$ cat src/rtl/core/bhpq_pkg.sv
// Package for the button hold progress qualifier: sizes, codes and shared types.
package bhpq_pkg;

    // Block sizes
    localparam int LED_COUNT    = 8;
    localparam int BUTTON_SLOTS = 4;

    // Field widths fixed by the interface
    localparam int BTN_W    = 2;
    localparam int LOCK_W   = 3;
    localparam int HOLD_W   = 8;
    localparam int PROG_W   = 4;
    localparam int ACT_W    = 3;
    localparam int CFG_IDX_W = 1;
    localparam int CFG_DATA_W = 8;

    // Slot address width into the state memory
    localparam int SLOT_AW = (BUTTON_SLOTS > 1) ? $clog2(BUTTON_SLOTS) : 1;

    // Lock code meaning no slot holds the lock
    localparam logic [LOCK_W-1:0] LOCK_NONE = LOCK_W'(BUTTON_SLOTS);

    // Action codes
    localparam logic [ACT_W-1:0] ACT_LOCKED  = 3'd0;
    localparam logic [ACT_W-1:0] ACT_HOLDOFF = 3'd1;
    localparam logic [ACT_W-1:0] ACT_CHANGED = 3'd2;
    localparam logic [ACT_W-1:0] ACT_GROW    = 3'd3;
    localparam logic [ACT_W-1:0] ACT_SHRINK  = 3'd4;
    localparam logic [ACT_W-1:0] ACT_DONE    = 3'd5;
    localparam logic [ACT_W-1:0] ACT_IDLE    = 3'd6;

    // Configuration register indexes
    localparam logic [CFG_IDX_W-1:0] CFG_ACTIVE_LEVEL = 1'd0;
    localparam logic [CFG_IDX_W-1:0] CFG_HOLD_OFF     = 1'd1;

    // Per-slot state word held in memory
    typedef struct packed {
        logic [HOLD_W-1:0] hold_off_count;
        logic              last_level;
        logic [PROG_W-1:0] progress;
    } t_slot;

    localparam int SLOT_W = $bits(t_slot);

    // Result item, packed lowest field in the lowest bits
    typedef struct packed {
        logic [BTN_W-1:0]  source_button;
        logic              completed;
        logic              power_off_check;
        logic              power_on_request;
        logic [PROG_W-1:0] lit_count;
        logic [ACT_W-1:0]  action;
    } t_result;

    localparam int RES_W = $bits(t_result);

    // Update stage outputs toward the pipeline control
    typedef struct packed {
        logic              wr;
        logic [LOCK_W-1:0] lock;
        t_slot             slot;
        t_result           result;
    } t_upd_out;

endpackage

$ cat src/rtl/core/button_hold_progress_qualifier.sv
// Top level of the button hold progress qualifier.
// Takes one button sample per request and returns one result per sample. A sample
// is accepted every cycle in steady flow; its result passes the state memory read
// stage and the output register, and the pipeline stalls only when the result side
// holds off. Per-slot state lives in a small memory with registered read data; a
// sample that follows one for the same slot gets the freshly written state
// forwarded. After reset every slot reads as cleared through per-slot valid bits,
// so no clearing pass is needed. The user must write configuration through the
// plain write port only while the block is idle; the block does not enforce this.
module button_hold_progress_qualifier (
    input  logic        i_clk,
    input  logic        i_rst_n,
    // sample requests
    input  logic        i_s_axis_tvalid,
    output logic        o_s_axis_tready,
    input  logic [7:0]  i_s_axis_tdata,   // button[1:0], level[2], zero fill
    // result requests
    output logic        o_m_axis_tvalid,
    input  logic        i_m_axis_tready,
    output logic [15:0] o_m_axis_tdata,   // action[2:0], lit_count[6:3],
                                          // power_on_request[7], power_off_check[8],
                                          // completed[9], source_button[11:10], zero fill
    // configuration writes
    input  logic                               i_cfg_we,
    input  logic [bhpq_pkg::CFG_IDX_W-1:0]     i_cfg_index,
    input  logic [bhpq_pkg::CFG_DATA_W-1:0]    i_cfg_wdata
);

    localparam int AW = bhpq_pkg::SLOT_AW;

    // configuration
    logic                          r_cfg_active;
    logic [bhpq_pkg::HOLD_W-1:0]   r_cfg_hold;

    // state memory tracking and forwarding
    logic [bhpq_pkg::BUTTON_SLOTS-1:0] r_valid;
    logic                              r_rd_vld;
    logic                              r_fwd_hit;
    bhpq_pkg::t_slot                   r_fwd_data;
    logic [bhpq_pkg::LOCK_W-1:0]       r_lock;

    // read stage
    logic                          r_s1_valid;
    logic [bhpq_pkg::BTN_W-1:0]    r_s1_btn;
    logic                          r_s1_lvl;

    // output register
    logic                          r_out_valid;
    bhpq_pkg::t_result             r_out;

    logic                          in_fire;
    logic                          s1_adv;
    logic                          s1_wr;
    logic [bhpq_pkg::BTN_W-1:0]    in_btn;
    logic                          in_lvl;
    logic [AW-1:0]                 in_addr;
    logic [AW-1:0]                 s1_addr;
    logic [bhpq_pkg::SLOT_W-1:0]   ram_rdata;
    bhpq_pkg::t_slot               cur_slot;
    bhpq_pkg::t_upd_out            upd;

    assign in_btn  = i_s_axis_tdata[1:0];
    assign in_lvl  = i_s_axis_tdata[2];
    assign in_addr = AW'(in_btn);
    assign s1_addr = AW'(r_s1_btn);

    // handshake
    assign s1_adv          = !r_out_valid || i_m_axis_tready;
    assign o_s_axis_tready = !r_s1_valid || s1_adv;
    assign in_fire         = i_s_axis_tvalid && o_s_axis_tready;
    assign s1_wr           = r_s1_valid && s1_adv && upd.wr;

    // configuration registers
    always_ff @(posedge i_clk) begin
        if (!i_rst_n) begin
            r_cfg_active <= 1'b0;
            r_cfg_hold   <= bhpq_pkg::HOLD_W'(10);
        end else if (i_cfg_we) begin
            unique case (i_cfg_index)
                bhpq_pkg::CFG_ACTIVE_LEVEL: r_cfg_active <= i_cfg_wdata[0];
                bhpq_pkg::CFG_HOLD_OFF:     r_cfg_hold   <= i_cfg_wdata;
                default: ;
            endcase
        end
    end

    // per-slot state memory
    bhpq_ram #(
        .WIDTH (bhpq_pkg::SLOT_W),
        .DEPTH (bhpq_pkg::BUTTON_SLOTS)
    ) u_state_ram (
        .i_clk   (i_clk),
        .i_we    (s1_wr),
        .i_waddr (s1_addr),
        .i_wdata (upd.slot),
        .i_re    (in_fire),
        .i_raddr (in_addr),
        .o_rdata (ram_rdata)
    );

    // current slot state: forwarded write, memory, or cleared
    always_comb begin
        priority if (r_fwd_hit) begin
            cur_slot = r_fwd_data;
        end else if (r_rd_vld) begin
            cur_slot = bhpq_pkg::t_slot'(ram_rdata);
        end else begin
            cur_slot = '0;
        end
    end

    bhpq_update u_update (
        .i_cur              (cur_slot),
        .i_button           (r_s1_btn),
        .i_level            (r_s1_lvl),
        .i_lock             (r_lock),
        .i_active_level     (r_cfg_active),
        .i_hold_off_samples (r_cfg_hold),
        .o_upd              (upd)
    );

    // read stage control and forwarding capture
    always_ff @(posedge i_clk) begin
        if (!i_rst_n) begin
            r_s1_valid <= 1'b0;
            r_fwd_hit  <= 1'b0;
            r_rd_vld   <= 1'b0;
        end else if (in_fire) begin
            r_s1_valid <= 1'b1;
            r_fwd_hit  <= s1_wr && (s1_addr == in_addr);
            r_rd_vld   <= r_valid[in_addr];
        end else if (s1_adv) begin
            r_s1_valid <= 1'b0;
        end
    end

    always_ff @(posedge i_clk) begin
        if (in_fire) begin
            r_s1_btn   <= in_btn;
            r_s1_lvl   <= in_lvl;
            r_fwd_data <= upd.slot;
        end
    end

    // valid bits and lock
    always_ff @(posedge i_clk) begin
        if (!i_rst_n) begin
            r_valid <= '0;
            r_lock  <= bhpq_pkg::LOCK_NONE;
        end else if (r_s1_valid && s1_adv) begin
            r_lock <= upd.lock;
            if (upd.wr) begin
                r_valid[s1_addr] <= 1'b1;
            end
        end
    end

    // output register
    always_ff @(posedge i_clk) begin
        if (!i_rst_n) begin
            r_out_valid <= 1'b0;
        end else if (s1_adv) begin
            r_out_valid <= r_s1_valid;
        end
    end

    always_ff @(posedge i_clk) begin
        if (s1_adv && r_s1_valid) begin
            r_out <= upd.result;
        end
    end

    assign o_m_axis_tvalid = r_out_valid;
    assign o_m_axis_tdata  = {(16 - bhpq_pkg::RES_W)'(0), r_out};

endmodule

$ cat src/rtl/core/bhpq_ram.sv
// Generic single-write, single-read RAM with registered read data.
module bhpq_ram #(
    parameter int WIDTH = 8,
    parameter int DEPTH = 4,
    localparam int AW = (DEPTH > 1) ? $clog2(DEPTH) : 1
) (
    input  logic                  i_clk,
    input  logic                  i_we,
    input  logic [AW-1:0]         i_waddr,
    input  logic [WIDTH-1:0]      i_wdata,
    input  logic                  i_re,
    input  logic [AW-1:0]         i_raddr,
    output logic [WIDTH-1:0]      o_rdata
);

    logic [WIDTH-1:0] r_mem [DEPTH];
    logic [WIDTH-1:0] r_rdata;

    // Write port
    always_ff @(posedge i_clk) begin
        if (i_we) begin
            r_mem[i_waddr] <= i_wdata;
        end
    end

    // Registered read, old data on a same-edge write
    always_ff @(posedge i_clk) begin
        if (i_re) begin
            r_rdata <= r_mem[i_raddr];
        end
    end

    assign o_rdata = r_rdata;

endmodule

$ cat src/rtl/core/bhpq_update.sv
// Read-modify-write logic: next slot state, lock and result for one sample.
module bhpq_update (
    input  bhpq_pkg::t_slot                   i_cur,
    input  logic [bhpq_pkg::BTN_W-1:0]        i_button,
    input  logic                              i_level,
    input  logic [bhpq_pkg::LOCK_W-1:0]       i_lock,
    input  logic                              i_active_level,
    input  logic [bhpq_pkg::HOLD_W-1:0]       i_hold_off_samples,
    output bhpq_pkg::t_upd_out                o_upd
);

    logic in_range;
    logic locked_out;
    logic pressed;

    assign in_range   = int'(i_button) < bhpq_pkg::BUTTON_SLOTS;
    assign locked_out = (i_lock != bhpq_pkg::LOCK_NONE) &&
                        (i_lock != bhpq_pkg::LOCK_W'(i_button));
    assign pressed    = (i_level == i_active_level);

    always_comb begin
        // default: locked-out answer, nothing written
        o_upd                      = '0;
        o_upd.lock                 = i_lock;
        o_upd.slot                 = i_cur;
        o_upd.result.action        = bhpq_pkg::ACT_LOCKED;
        o_upd.result.source_button = i_button;

        if (in_range && !locked_out) begin
            o_upd.wr              = 1'b1;
            o_upd.slot.last_level = i_level;
            priority if (i_cur.hold_off_count != '0) begin
                // hold-off: released samples count down
                if (!pressed) begin
                    o_upd.slot.hold_off_count = i_cur.hold_off_count - 1'b1;
                end
                o_upd.result.action          = bhpq_pkg::ACT_HOLDOFF;
                o_upd.result.lit_count       = i_cur.progress;
                o_upd.result.power_off_check = 1'b1;
            end else if (i_cur.last_level != i_level) begin
                o_upd.result.action    = bhpq_pkg::ACT_CHANGED;
                o_upd.result.lit_count = i_cur.progress;
            end else if (pressed) begin
                if (i_cur.progress < bhpq_pkg::PROG_W'(bhpq_pkg::LED_COUNT)) begin
                    // grow and take the lock
                    o_upd.lock                    = bhpq_pkg::LOCK_W'(i_button);
                    o_upd.slot.progress           = i_cur.progress + 1'b1;
                    o_upd.result.action           = bhpq_pkg::ACT_GROW;
                    o_upd.result.lit_count        = i_cur.progress + 1'b1;
                    o_upd.result.power_on_request = 1'b1;
                end else begin
                    // full bar: complete, re-arm hold-off, free the lock
                    o_upd.lock                = bhpq_pkg::LOCK_NONE;
                    o_upd.slot.hold_off_count = i_hold_off_samples;
                    o_upd.slot.progress       = '0;
                    o_upd.result.action       = bhpq_pkg::ACT_DONE;
                    o_upd.result.completed    = 1'b1;
                end
            end else begin
                if (i_cur.progress != '0) begin
                    o_upd.slot.progress           = i_cur.progress - 1'b1;
                    o_upd.result.action           = bhpq_pkg::ACT_SHRINK;
                    o_upd.result.lit_count        = i_cur.progress - 1'b1;
                    o_upd.result.power_on_request = 1'b1;
                end else begin
                    o_upd.lock                   = bhpq_pkg::LOCK_NONE;
                    o_upd.result.action          = bhpq_pkg::ACT_IDLE;
                    o_upd.result.power_off_check = 1'b1;
                end
            end
        end
    end

endmodule

$ cat config.mk
export PLATFORM = sky130hd
export DESIGN_NAME = button_hold_progress_qualifier
export DESIGN_NICKNAME = d
export VERILOG_FILES = /design/src/rtl/core/bhpq_pkg.sv /design/src/rtl/core/button_hold_progress_qualifier.sv /design/src/rtl/core/bhpq_ram.sv /design/src/rtl/core/bhpq_update.sv
export SDC_FILE = /design/constraint.sdc
export NUM_CORES = 1
export LEC_CHECK = 0
export CAP_MARGIN = 10
export CORE_ASPECT_RATIO = 0.75
export CORE_MARGIN = 2
export CORE_UTILIZATION = 65
export CTS_CLUSTER_DIAMETER = 150
export CTS_CLUSTER_SIZE = 40
export DETAILED_ROUTE_END_ITERATION = 8
export DONT_BUFFER_PORTS = 1
export PLACE_DENSITY = 0.85
export SKIP_LAST_GASP = 1
export SLEW_MARGIN = 20
export SYNTH_ARGS = -nofsm -noshare
export SYNTH_HDL_FRONTEND = slang
export SYNTH_SLANG_ARGS = --single-unit
export TNS_END_PERCENT = 10
$ cat constraint.sdc
create_clock -name i_clk -period 4.4 [get_ports i_clk]
set_clock_uncertainty 0.05 [all_clocks]
set_input_delay 0.66 -clock i_clk [delete_from_list [all_inputs] [get_ports i_clk]]
set_output_delay 0.66 -clock i_clk [all_outputs]
set_load 0.05 [all_outputs]
# After elaboration in Yosys (flattened, before gate mapping)
# Memories as Yosys holds them, arrays and structs flattened. A register that Yosys moved wholly into a read port is not among the register bits.
# Cells that the tools add are included.
[word_totals]
word_cells = 98
reg_bits = 48
memories = 1
input_bits = 22
ramBits = 52
output_inout_bits = 18
[memory_table]
columns = ["name", "words", "word_bits", "rd", "rd_clocked_by_memory_dff", "wr", "line_no", "text"]
rows = [
  ["u_state_ram.r_mem", 4, 13, 1, 1, 1, "bhpq_ram.sv:16", "logic [WIDTH-1:0] r_mem [DEPTH];"],
]
[classes]
mux = 37
eq_ne = 6
add_sub_neg = 3
reduce_logical = 20
n_bitwise = 6
magnitude_cmp = 4
[ops]
columns = ["op", "n"]
rows = [
  ["$mux 8", 5],
  ["$mux 13", 2],
  ["$mux 4", 5],
  ["$mux 17", 1],
  ["$mux 3", 5],
  ["$mux 7", 2],
  ["$mux 11", 1],
  ["$mux 1", 10],
  ["$mux 5", 2],
  ["$reduce_bool 8->1", 1],
  ["$sub 8x1->8 const B", 1],
  ["$logic_and 1x1->1", 6],
  ["$lt 2x3->1 const B", 2],
  ["$reduce_and 2->1", 3],
  ["$not 1->1", 5],
  ["$reduce_and 5->1", 1],
  ["$add 4x1->4 const B", 1],
  ["$lt 4x4->1 const B", 1],
  ["$mux 2", 2],
  ["$or 4x4->4", 1],
  ["$reduce_bool 4->1", 1],
  ["$reduce_or 4->1", 1],
  ["$sub 4x1->4 const B", 1],
  ["$ne 3x2->1", 1],
  ["other kinds (13)", 15],
]

# Logic depth before layout (Yosys ltp)
[depth]
depth_word = 11
depth_mapped = 10
mapped_depth_nobuf = 9

# Modules after synthesis
# Synthesis repeated with hierarchy kept, for this count alone.
[hier_totals]
cells_unflattened = 377
hier_area_um2 = 5175.0
[modules_own_cells]
columns = ["mod", "seq_area_each_um2", "n_inst", "cells_per_inst", "area_each_um2"]
rows = [
  ["bhpq_ram", 1951.9, 1, 84, 2303.5],
  ["button_hold_progress_qualifier", 1241.2, 1, 144, 1858.0],
  ["bhpq_update", 0.0, 1, 149, 1013.5],
]

# Least setup slack after synthesis
# OpenSTA, ideal clock, no wires.
[synth_timing]
path_kind = "in2reg"
start = "in i_m_axis_tready"
end = "mem u_state_ram.r_mem[2][0] (netlist bit) (enable)"
path_buffers = 0
setup_ps = 405
required_time_ps = 3945
stages = 5
t_arrival_ps = 2487
slack_ps = 1458
path_cell_list = "nor2b_1 -> nand2b_1 -> inv_1 -> nand2_1 -> nor3b_1"
[synth_between]
elab_chain_cells = 5
[synth_rtl]
columns = ["item", "line_no", "text"]
rows = [
  ["from (decl)", "button_hold_progress_qualifier.sv:19", "input logic i_m_axis_tready,"],
  ["$logic_or 1x1->1", "button_hold_progress_qualifier.sv:68", "assign s1_adv = !r_out_valid || i_m_axis_tready;"],
  ["$logic_and 1x1->1 (2 in series)", "button_hold_progress_qualifier.sv:71", "assign s1_wr = r_s1_valid && s1_adv && upd.wr;"],
  ["$mux 1", "bhpq_ram.sv:21", "if (i_we) begin"],
  ["$mux 1 (not written as such)", "bhpq_ram.sv:22", "r_mem[i_waddr] <= i_wdata;"],
  ["to (decl)", "bhpq_ram.sv:16", ""],
]
# No other way between the ends.

# Worst setup path in the final report
[layout_timing]
start = "reg r_rd_vld"
end = "reg r_fwd_data[11] (netlist bit), data pin"
[layout_between]
elab_chain_cells = 8
elab_cells_between_ends = 12
cone_classes = "add/sub: 1; order compare: 1; eq/ne: 1; mux: 8; reduce/logical: 1"
[layout_rtl]
columns = ["item", "line_no", "text"]
rows = [
  ["from (decl)", "button_hold_progress_qualifier.sv:37", "logic r_rd_vld;"],
  ["from (signal assigned)", "button_hold_progress_qualifier.sv:131", "r_rd_vld <= r_valid[in_addr];"],
  ["$mux 13 (*)", "button_hold_progress_qualifier.sv:105", "end else if (r_rd_vld) begin"],
  ["$mux 13 (*)", "button_hold_progress_qualifier.sv:103", "priority if (r_fwd_hit) begin"],
  ["$lt 4x4->1", "bhpq_update.sv:44", "if (i_cur.progress < bhpq_pkg::PROG_W'(bhpq_pkg::LED_COUNT)) begin"],
  ["$mux 8", "bhpq_update.sv:44", ""],
  ["$mux 8", "bhpq_update.sv:43", "end else if (pressed) begin"],
  ["$mux 11", "bhpq_update.sv:40", "end else if (i_cur.last_level != i_level) begin"],
  ["$mux 8", "bhpq_update.sv:32", "priority if (i_cur.hold_off_count != '0) begin"],
  ["$mux 17 (*)", "bhpq_update.sv:29", "if (in_range && !locked_out) begin"],
  ["named net u_state_ram.i_wdata[11]", "bhpq_ram.sv:10", "input logic [WIDTH-1:0] i_wdata,"],
  ["to (signal assigned)", "button_hold_progress_qualifier.sv:141", "r_fwd_data <= upd.slot;"],
  ["to (decl)", "button_hold_progress_qualifier.sv:39", "bhpq_pkg::t_slot r_fwd_data;"],
]
# Mark *: on every way through the listed nets, which the timed path passes. The rest lies on a longest branch.
# A chain may end at the register's enable or synchronous reset.

==> impl_metrics.csv <==
group,metric,value,unit
setup_path,path_cells,"nor2b_2 -> a22oi_1 -> ha_1 -> nand3_2 -> nor4_4 -> and4_1 -> a32oi_1 -> o21ai_0",
layout,final_nets,391,
setup_path,crit_fanout,14,
floorplan,dieWidth,105,um
synth,async_flop_share,0,
setup_path,cp-start-kind,"register",
detailed_routing,dr.pass1.iters,5,
synth,syn_avg_cell_area,13.8,um^2
layout,antenna_cells,0,
timing,slew_viol_final,0,
min_path,hold_class,"in2reg",
clock_network,cts_buffer_depth,2,
detailed_routing,vias,3048,
setup_path,end_kind,"register",
synth,syn_area,0.00495,mm^2
timing,worst_pin_slew,0.866,ns
synth,ys_types,59,
clock_network,clock-root-buffer,"clkbuf_8",
clock_network,post-cts-setup-buffers,0,
clock_network,cts_inserted_buffers,17,
layout,fillers,429,
detailed_routing,postRouteAntennaNets,0,
synth,postSynthCellCount,358,
layout,finish.instance_area,0.00558,mm^2
placed_design,port_buffers,0,
global_routing,grt_pass1_vias,2904,
timing,setup_viol,0,
placed_design,pre_cts_slack,1.26,ns
global_routing,grt_max_degree,31,
placed_design,dp_cells,447,
timing,period_share,0.736,
min_path,whs_endpoint,"r_cfg_hold[1]",
clock_network,clock_latency,0.52,ns
setup_path,arrival,3.39,ns
setup_path,ff2ff_path_depth,8,
detailed_routing,via_per_inst,6.36,
setup_path,slowest_stage,"o21ai_0",
setup_path,critPathMaxStageDelay,0.65,ns
global_routing,antenna_found_initial,0,
detailed_routing,drt_iter0_drc,283,
layout,drive_gt1_frac,0.177,
synth,synth-edff-count,93,
clock_network,cts_tree,"yes",
placed_design,gp_congestion,0.904,
timing,tns,0,ns
floorplan,die_h,79.6,um
flow_run,drv_cap,0,
synth,yosys_warnings,0,
floorplan,start_util,0.673,
global_routing,grt_remaining_overflow,0,
setup_path,r2r-start,"r_rd_vld",
clock_network,cts_resized,0,
layout,final_cell_mix,"edfxtp_1, nand2_1, nor2_1, dfxtp_1, clkbuf_16",
setup_path,worst-r2r-setup-slack,1.16,ns
synth,netlist_top_cells_area,"edfxtp_1, dfxtp_1, mux4_2",
pwr,p_per_area,483,mW/mm^2
layout,stdcell_count,479,
clock_network,cts.reportedPaths.clkPinSlew,0.05,ns
timing,rsz0062_at_grt,"no",
timing,slew_headroom,0.421,
clock_network,ctsHtreeMaxLevel,4,
placed_design,hpwl,6240,um
synth,synth_top_area_share,0.564,
detailed_routing,avgRoutedWirePerCell,20.4,um
timing,fmax,0.309,GHz
layout,syn_to_final_growth,12.7,%
pwr,ir_worst_vdd,0.329,mV
pwr,p_leak,1.95,nW
floorplan,dieArea,0.00834,mm^2
synth,synth-seq-cells,113,
layout,final_common_cell,"edfxtp_1",
setup_path,cp.required,4.56,ns
detailed_routing,drc,0,
synth,synthFlopType,"edfxtp_1",
timing,period_needed,3.24,ns
detailed_routing,wirelength,9750,um
global_routing,grt_pass1_wl,15500,um
synth,synth_largest_area_cell,"edfxtp_1",
global_routing,track_usage,0.255,
setup_path,critPathKind,"reg2reg",
min_path,hold_start,"i_rst_n",
run_status,outcome,"finished clean",
timing,hold_viol,0,
placed_design,dpl_cell_area,0.00505,mm^2
synth,synth_seq_area_share,0.644,
floorplan,pin_count,40,
floorplan,core.rowCount,27,
clock_network,postCtsHoldBufs,0,
timing,finalWorstSetupSlack,1.16,ns
clock_network,cts.sinks,113,
min_path,hold_depth,1,
floorplan,coreArea,0.00736,mm^2
setup_path,r2r-end,"r_fwd_data[11]",
==> flip-flops by register name, summed over array words and instances, names as in the netlist <==
signal / count
o_m_axis_tdata: 12
o_m_axis_tvalid: 1
r_cfg_active: 1
r_cfg_hold: 8
r_fwd_data: 13
r_fwd_hit: 1
r_lock: 3
r_rd_vld: 1
r_s1_btn: 2
r_s1_lvl: 1
r_s1_valid: 1
r_valid: 4
u_state_ram.o_rdata: 13
u_state_ram.r_mem: 52
==> report_power, final <==
group          switching [mW]  leakage [nW]  internal, mW
sequential             0.0505          1.05          1.23
combinational           0.127         0.654        0.0669
clock                   0.466         0.243         0.758
total                   0.644          1.95          2.05
==> critical path, delay by kind of cell, from the launching register on <==
kind                       cells  cell delay, ns
adders and majority gates      1            0.30
AOI/OAI and AO/OA              3            1.05
DFF                            1            0.36
and+or+nand+nor                4            1.17
==> how the worst max path moves through the flow <==
stage,from,endpoint,slack (ns),depth (start not counted)
3_3_place_gp,r_rd_vld,u_state_ram.r_mem[2][1],1.34,9
3_5_place_dp,r_rd_vld,u_state_ram.r_mem[3][0],1.26,9
4_1_cts,r_rd_vld,r_fwd_data[0],1.22,9
6_report,r_rd_vld,r_fwd_data[11],1.16,8
5_1_grt,r_rd_vld,r_fwd_data[0],0.97,9
2_1_floorplan,i_m_axis_tready,u_state_ram.r_mem[2][0],1.46,5
==> synth_stat cells (6+ instances only) <==
cell / n
a21boi_0: 7
a21oi_1: 8
a22oi_1: 13
buf_2: 6
clkbuf_1: 10
dfxtp_1: 20
edfxtp_1: 93
inv_1: 6
mux2i_1: 6
mux4_2: 14
nand2_1: 36
nand3_1: 7
nor2_1: 22
o21a_1: 8
o21ai_0: 13
==> area by class of cell <==
type | count | area [um^2] | area share
Multi-Input combinational cell | 220 | 1660 | 0.297
Timing Repair Buffer | 7 | 52.6 | 0.00941
Clock buffer | 22 | 443 | 0.0793
Inverter | 6 | 22.5 | 0.00403
Sequential cell | 113 | 3190 | 0.572
Clock inverter | 10 | 90.1 | 0.0161
Tap cell | 101 | 126 | 0.0226
==> metal layers <==
layer	share of wire	GRT usage
met2	0.46	0.379
met4	0.015	0.115
met1	0.45	0.348
met5	0	0
met3	0.077	0.0808
==> cells by family after synthesis <==
kind of cell	share of synthesized area
flip-flops	0.644
XOR/XNOR	0.0106
multiplexers	0.0803
adder cells (fa/ha/maj)	0.0101
AO/OA/AOI/OAI	0.124
other	0.000757
AND/OR/NAND/NOR	0.103
buffers and inverters	0.0265
==> per-stage QoR <==
step	total power [mW]	hold slack (ns)	utilization
6_report	2.69	0.175	0.758
5_1_grt	2.78	0.169	0.758
4_1_cts	2.71	0.163	0.758
3_5_place_dp	1.49	0.410	0.686
3_3_place_gp	1.48	0.393	0.686
2_1_floorplan	1.44	0.371	-
Note: power is estimated with default switching activity, not from simulation.
